**src/sv/lbp3_pkg.sv**
```systemverilog
`timescale 1ns / 1ps

package lbp3_pkg;

    // sizes fixed by the stream and register formats
    localparam int DEF_MAX_WIDTH = 2048;
    localparam int PIX_W         = 8;
    localparam int CODE_W        = 8;
    localparam int CFG_WIDTH_W   = 12;
    localparam int CFG_HEIGHT_W  = 16;
    localparam int ROW_W         = CFG_HEIGHT_W + 1;
    localparam int APB_DATA_W    = 32;
    localparam int APB_ADDR_W    = 3;

    // register reset values
    localparam logic [CFG_WIDTH_W-1:0]  WIDTH_RESET  = 12'd640;
    localparam logic [CFG_HEIGHT_W-1:0] HEIGHT_RESET = 16'd480;

    // register index (byte address / 4)
    typedef enum logic {
        REG_IMAGE_WIDTH  = 1'b0,
        REG_IMAGE_HEIGHT = 1'b1
    } t_reg_idx;

    typedef logic [PIX_W-1:0] t_pix;

    // frame size as programmed
    typedef struct packed {
        logic [CFG_WIDTH_W-1:0]  image_width;
        logic [CFG_HEIGHT_W-1:0] image_height;
    } t_cfg;

endpackage

```
**src/sv/lbp3_apb_regs.sv**
```systemverilog
`timescale 1ns / 1ps

module lbp3_apb_regs import lbp3_pkg::*; (
    input  logic                  i_clk,
    input  logic                  i_rst_n,
    input  logic                  psel,
    input  logic                  penable,
    input  logic                  pwrite,
    input  logic [APB_ADDR_W-1:0] paddr,
    input  logic [APB_DATA_W-1:0] pwdata,
    output logic [APB_DATA_W-1:0] prdata,
    output logic                  pready,
    output t_cfg                  o_cfg
);

    logic [CFG_WIDTH_W-1:0]  r_width;
    logic [CFG_HEIGHT_W-1:0] r_height;
    t_reg_idx                reg_idx;
    logic                    wr_stb;

    // no wait states
    assign pready  = 1'b1;
    assign reg_idx = t_reg_idx'(paddr[2]);
    assign wr_stb  = psel && penable && pwrite && pready;

    // register writes
    always_ff @(posedge i_clk) begin
        if (!i_rst_n) begin
            r_width  <= WIDTH_RESET;
            r_height <= HEIGHT_RESET;
        end else if (wr_stb) begin
            case (reg_idx)
                REG_IMAGE_WIDTH:  r_width  <= pwdata[CFG_WIDTH_W-1:0];
                REG_IMAGE_HEIGHT: r_height <= pwdata[CFG_HEIGHT_W-1:0];
                default: ;
            endcase
        end
    end

    // read back
    always_comb begin
        case (reg_idx)
            REG_IMAGE_WIDTH:  prdata = APB_DATA_W'(r_width);
            REG_IMAGE_HEIGHT: prdata = APB_DATA_W'(r_height);
            default:          prdata = '0;
        endcase
    end

    assign o_cfg.image_width  = r_width;
    assign o_cfg.image_height = r_height;

endmodule

```
**config.mk**
```make
export PLATFORM = sky130hd
export DESIGN_NAME = lbp3_apb_regs
export DESIGN_NICKNAME = d
export VERILOG_FILES = /design/src/sv/lbp3_pkg.sv /design/src/sv/lbp3_apb_regs.sv
export SDC_FILE = /design/constraint.sdc
export NUM_CORES = 1
export LEC_CHECK = 0
export BUFFER_PORTS_ARGS = -buffer_cell sky130_fd_sc_hd__buf_2
export CAP_MARGIN = 20
export CORE_MARGIN = 10
export CORE_UTILIZATION = 41
export DETAILED_ROUTE_END_ITERATION = 8
export PLACE_DENSITY = 0.83
export SYNTH_ARGS = -nofsm -noshare
export SYNTH_HDL_FRONTEND = slang
export SYNTH_SLANG_ARGS = --single-unit
```
**constraint.sdc**
```tcl
create_clock -name i_clk -period 1.95 [get_ports i_clk]
set_input_delay 0.585 -clock i_clk [delete_from_list [all_inputs] [get_ports i_clk]]
set_output_delay 0.585 -clock i_clk [all_outputs]
set_load 0.005 [all_outputs]
```
==> results.json, run 1 <==
{
  "drt_first_pass_iters": 4,
  "drc": 0,
  "synth_xor_area_frac": 0,
  "ys_seq_area_frac": 0.391,
  "antenna_cells": 0,
  "setup_tns_ns": 0,
  "hold_class": "reg -> reg",
  "clk_path_buf_depth": 2,
  "p_total_uw": 1010,
  "max_freq_mhz": 529,
  "synth.avg_cell_area_um2": 9.43,
  "fp.dieW_um": 79.1,
  "required_ns": 1.36,
  "hpwl_um": 2720,
  "yosys.area.top_type": "dfxtp_1",
  "die_area_mm2": 0.00626,
  "antenna_found_initial": 0,
  "cts_tree": "done",
  "boundaryPins": 101,
  "critPathCaptureType": "output port",
  "start_util": 0.426,
  "ctsResizeCount": 0,
  "cts_root_buf": "clkbuf_4",
  "cp_max_fo": 19,
  "yosys-mux-area-fraction": 0.290,
  "yosysTopAreaCellShare": 0.391,
  "drive_gt1_frac": 0.399,
  "finalCriticalPeriod_ns": 1.89,
  "syn_to_final_growth_pct": 23.7,
  "wl_per_cell_um": 13.4,
  "synth_fa_ha_area_frac": 0,
  "drt_iter0_drc": 26,
  "synthTopCellsByArea": "dfxtp_1, mux2i_1, buf_4, nand2_1, mux2_2",
  "hold_viol_final": 0,
  "coreArea_mm2": 0.00336,
  "vias": 1158,
  "clock_latency_ns": 0.32,
  "wl_um": 3470,
  "p_per_area_mw_per_mm2": 571,
  "synth_area_mm2": 0.00143,
  "detail-route-antenna-nets": 0,
  "maxSlewViolCount": 0,
  "ys_warn_count": 0,
  "synth-simple-area-share": 0.180,
  "io_buffers": 65,
  "numCtsBuffers": 3,
  "worstSetupPathType": "in -> out",
  "gp_congestion": 0.715,
  "status": "finished, final reports clean",
  "track_usage": 0.108,
  "cp-start-kind": "input pin",
  "synth-seq-cells": 28,
  "synth_compound_area_frac": 0,
  "grt_pass1_wl_um": 5600,
  "yosysUniqueCellTypes": 14,
  "fin_skew_ns": 0,
  "cap_violations": 0,
  "clkSinkCount": 28,
  "finalNetCount": 254,
  "peakVddDrop_mv": 0.233,
  "rows": 21,
  "synth_top_family_by_area": "multiplexers",
  "synthCells": 152,
  "hold_buffers": 0,
  "fill_cells": 333,
  "viasPerCell": 4.47,
  "rsz0062_at_grt": "false",
  "cts.htree.levels": 1,
  "finalSetupViolations": 0,
  "grt_overflow": 0,
  "die_h_um": 79.1,
  "cp.arrival_ns": 1.30,
  "clkTransAtPathRegs_ns": 0.15,
  "finalCritPeriodShare": 0.969,
  "power.leakage_uw": 0.000873,
  "post_cts_buffers": 0,
  "grt_max_degree": 26,
  "grt_pass1_vias": 1247
}
where the power goes:
part	internal [uW]	switching, uW	total [uW]
clock	114	164	278
combinational	69.9	70.4	140
sequential	585	8.20	593
total	769	242	1010
Yosys cell counts (all sizes together):
cell type  number
nand2          37
buf            24
nor2b          11
dfxtp          28
and4            1
mux2i          28
and2            4
and4b           1
mux2           12
conb            2
clkbuf          3
nand4           1
registers in the layout (all words and copies together) (netlist names):
signal,flops
r_height,16
r_width,12
metal layers:
layer,wire (um),up-vias,track usage,share of wire
met5,0,-,0,0
met4,14,0,0.0323,0.0040
met3,266,2,0.0405,0.077
met2,1750,41,0.200,0.51
met1,1430,528,0.111,0.41
li1,-,587,-,-
area by class of cell:
class | instances | area [um2] | area share
Multi-Input combinational cell | 112 | 737 | 0.416
Clock buffer | 4 | 36.3 | 0.0205
Timing Repair Buffer | 69 | 380 | 0.215
Sequential cell | 28 | 561 | 0.316
Tap cell | 46 | 57.6 | 0.0325
per-stage QoR:
stage	hold slack [ns]	worst slack (ns)	cells	area, um2	util
floorplan	0.460	0.109	167	1490	-
global placement	0.453	0.0576	255	1740	0.516
detailed placement	0.459	0.0514	255	1740	0.516
CTS	0.478	0.0482	259	1770	0.527
global route	0.486	0.0258	259	1770	0.527
finish	0.480	0.0609	259	1770	0.527
cell usage in the layout (no fill, tap or decap):
cell type and n:
buf_2 65, nand2_1 37, conb_1 17, and4_1 1, buf_12 2, mux2_2 12, buf_4 2, clkbuf_8 1
dfxtp_1 28, and2_1 4, nand4_1 1, mux2i_1 28, nor2b_1 11, and4b_1 1, clkbuf_4 3
cells by family (layout without fill, tap and decap cells):
logic type | after synthesis | in the layout
other | 2 | 17
muxes | 40 | 40
DFF | 28 | 28
buffers and inverters | 27 | 73
and+or+nand+nor | 55 | 55
worst paths after layout:
check | startpoint | to | slack (ns) | cells after the start
max | paddr[2] | prdata[7] | 0.06 | 4
min | r_width[5]$_SDFFE_PN0P_ | r_width[5]$_SDFFE_PN0P_ | 0.48 | 2
max reg2reg | r_height[4]$_SDFFE_PN0P_ | r_height[4]$_SDFFE_PN0P_ | 1.31 | 2
min reg2reg | r_width[5]$_SDFFE_PN0P_ | r_width[5]$_SDFFE_PN0P_ | 0.48 | 2
worst max-delay path: stages:
cell    delay (ns)
buf_2         0.10
buf_12        0.15
mux2_2        0.34
buf_2         0.13
Note: power is estimated with default switching activity, not from simulation.
==> inputs of run 2 (changes only) <==
--- a/config.mk
+++ b/config.mk
@@ -9,6 +9,7 @@
 export CAP_MARGIN = 20
 export CORE_MARGIN = 10
 export CORE_UTILIZATION = 41
+export CTS_BUF_LIST = sky130_fd_sc_hd__clkbuf_16
 export DETAILED_ROUTE_END_ITERATION = 8
 export PLACE_DENSITY = 0.83
 export SYNTH_ARGS = -nofsm -noshare
==> results.json, run 2 (synthesized netlist as in run 1, its figures left out) <==
{
  "clk_path_buf_depth": 2,
  "die_h_um": 79.1,
  "cp-start-kind": "input pin",
  "boundaryPins": 101,
  "worstRegToRegCells": 2,
  "cp.arrival_ns": 1.30,
  "finalCritPeriodShare": 0.969,
  "drt_iter0_drc": 24,
  "antenna_cells": 0,
  "antenna_found_initial": 0,
  "cts_tree": "done",
  "numCtsBuffers": 3,
  "peakVddDrop_mv": 0.276,
  "hold_depth": 2,
  "critPathCaptureType": "output port",
  "vias": 1148,
  "grt_pass1_wl_um": 5610,
  "hold_viol_final": 0,
  "viasPerCell": 4.43,
  "required_ns": 1.36,
  "wl_met1_um": 1450,
  "grt_overflow": 0,
  "fp.dieW_um": 79.1,
  "syn_to_final_growth_pct": 26.6,
  "r2r-end": "r_width[7]$_SDFFE_PN1P_",
  "finalNetCount": 254,
  "setup_tns_ns": 0,
  "io_buffers": 65,
  "fill_cells": 330,
  "stdcell_count": 259,
  "power.leakage_uw": 0.000891,
  "cts_root_buf": "clkbuf_16",
  "wl_met2_um": 1730,
  "wl_per_cell_um": 13.3,
  "cap_violations": 0,
  "fin_ws_ns": 0.0608,
  "largest_reg_flops": 16,
  "final_common_cell": "buf_2",
  "top_layer": "met4",
  "rsz0062_at_grt": "false",
  "drt_first_pass_iters": 4,
  "dpl_cell_area_mm2": 0.00174,
  "clkSinkCount": 28,
  "coreArea_mm2": 0.00336,
  "drive_gt1_frac": 0.394,
  "top_regs": "r_height x16, r_width x12",
  "r2r_start": "r_width[7]$_SDFFE_PN1P_",
  "finalSetupViolations": 0,
  "min-delay-start": "r_width[4]$_SDFFE_PN0P_",
  "start_util": 0.426,
  "clock_latency_ns": 0.26,
  "post-place-ws_ns": 0.0514,
  "maxSlewViolCount": 0,
  "hold_class": "reg -> reg",
  "max_freq_mhz": 529,
  "cts.htree.levels": 1,
  "hold_buffers": 0,
  "finalCriticalPeriod_ns": 1.89,
  "wl_um": 3460,
  "rows": 21,
  "ctsResizeCount": 0,
  "min_to": "r_width[4]$_SDFFE_PN0P_",
  "drc": 0,
  "clkTransAtPathRegs_ns": 0.07,
  "final_cell_mix": "buf_2, nand2_1, mux2i_1, dfxtp_1, conb_1",
  "cp_max_fo": 19,
  "worstSetupPathType": "in -> out",
  "status": "finished, final reports clean",
  "track_usage": 0.108,
  "fin_skew_ns": 0,
  "whs_ns": 0.469,
  "p_per_area_mw_per_mm2": 654,
  "grt_pass1_vias": 1247,
  "dp.cells": 255,
  "largest-register": "r_height",
  "wl_met3_um": 265,
  "detail-route-antenna-nets": 0,
  "die_area_mm2": 0.00626,
  "hpwl_um": 2720,
  "post_cts_buffers": 0,
  "grt_max_degree": 26,
  "gp_congestion": 0.715,
  "design_area_mm2": 0.00181,
  "r2r_slack_ns": 1.32
}
-- run 2: worst max path at each step --
stage / start / to / cells past startpoint
floorplan: paddr[2] / prdata[10] / 3
global placement: paddr[2] / prdata[2] / 4
detailed placement: paddr[2] / prdata[0] / 4
CTS: paddr[2] / prdata[0] / 4
global route: paddr[2] / prdata[9] / 4
finish: paddr[2] / prdata[11] / 4
-- run 2: routing by layer --
layer / vias up / track usage
met5: - / 0
met4: 0 / 0.0215
met3: 2 / 0.0439
met2: 41 / 0.200
met1: 515 / 0.112
li1: 590 / -
-- run 2: worst max-delay path, stage by stage --
cell and delay (ns):
buf_2 0.10, buf_12 0.15, mux2_2 0.34, buf_2 0.12
-- run 2: power breakdown --
group          leakage, uW  switching, uW  internal [uW]
combinational     0.000626           70.3           69.9
sequential        0.000227           8.17            585
clock            0.0000385            179            274
-- run 2: through the flow --
| stage | util | total power, uW |
|---|---|---|
| floorplan | - | 709 |
| detailed placement | 0.516 | 748 |
| global placement | 0.516 | 745 |
| global route | 0.539 | 1240 |
| finish | 0.539 | 1190 |
| CTS | 0.539 | 1200 |
-- run 2: cell type report --
type / count / area [um2] / share of cell area
Sequential cell: 28 / 561 / 0.309
Clock inverter: 1 / 3.75 / 0.00207
Tap cell: 46 / 57.6 / 0.0317
Multi-Input combinational cell: 112 / 737 / 0.406
Timing Repair Buffer: 69 / 380 / 0.210
Clock buffer: 3 / 75.1 / 0.0414
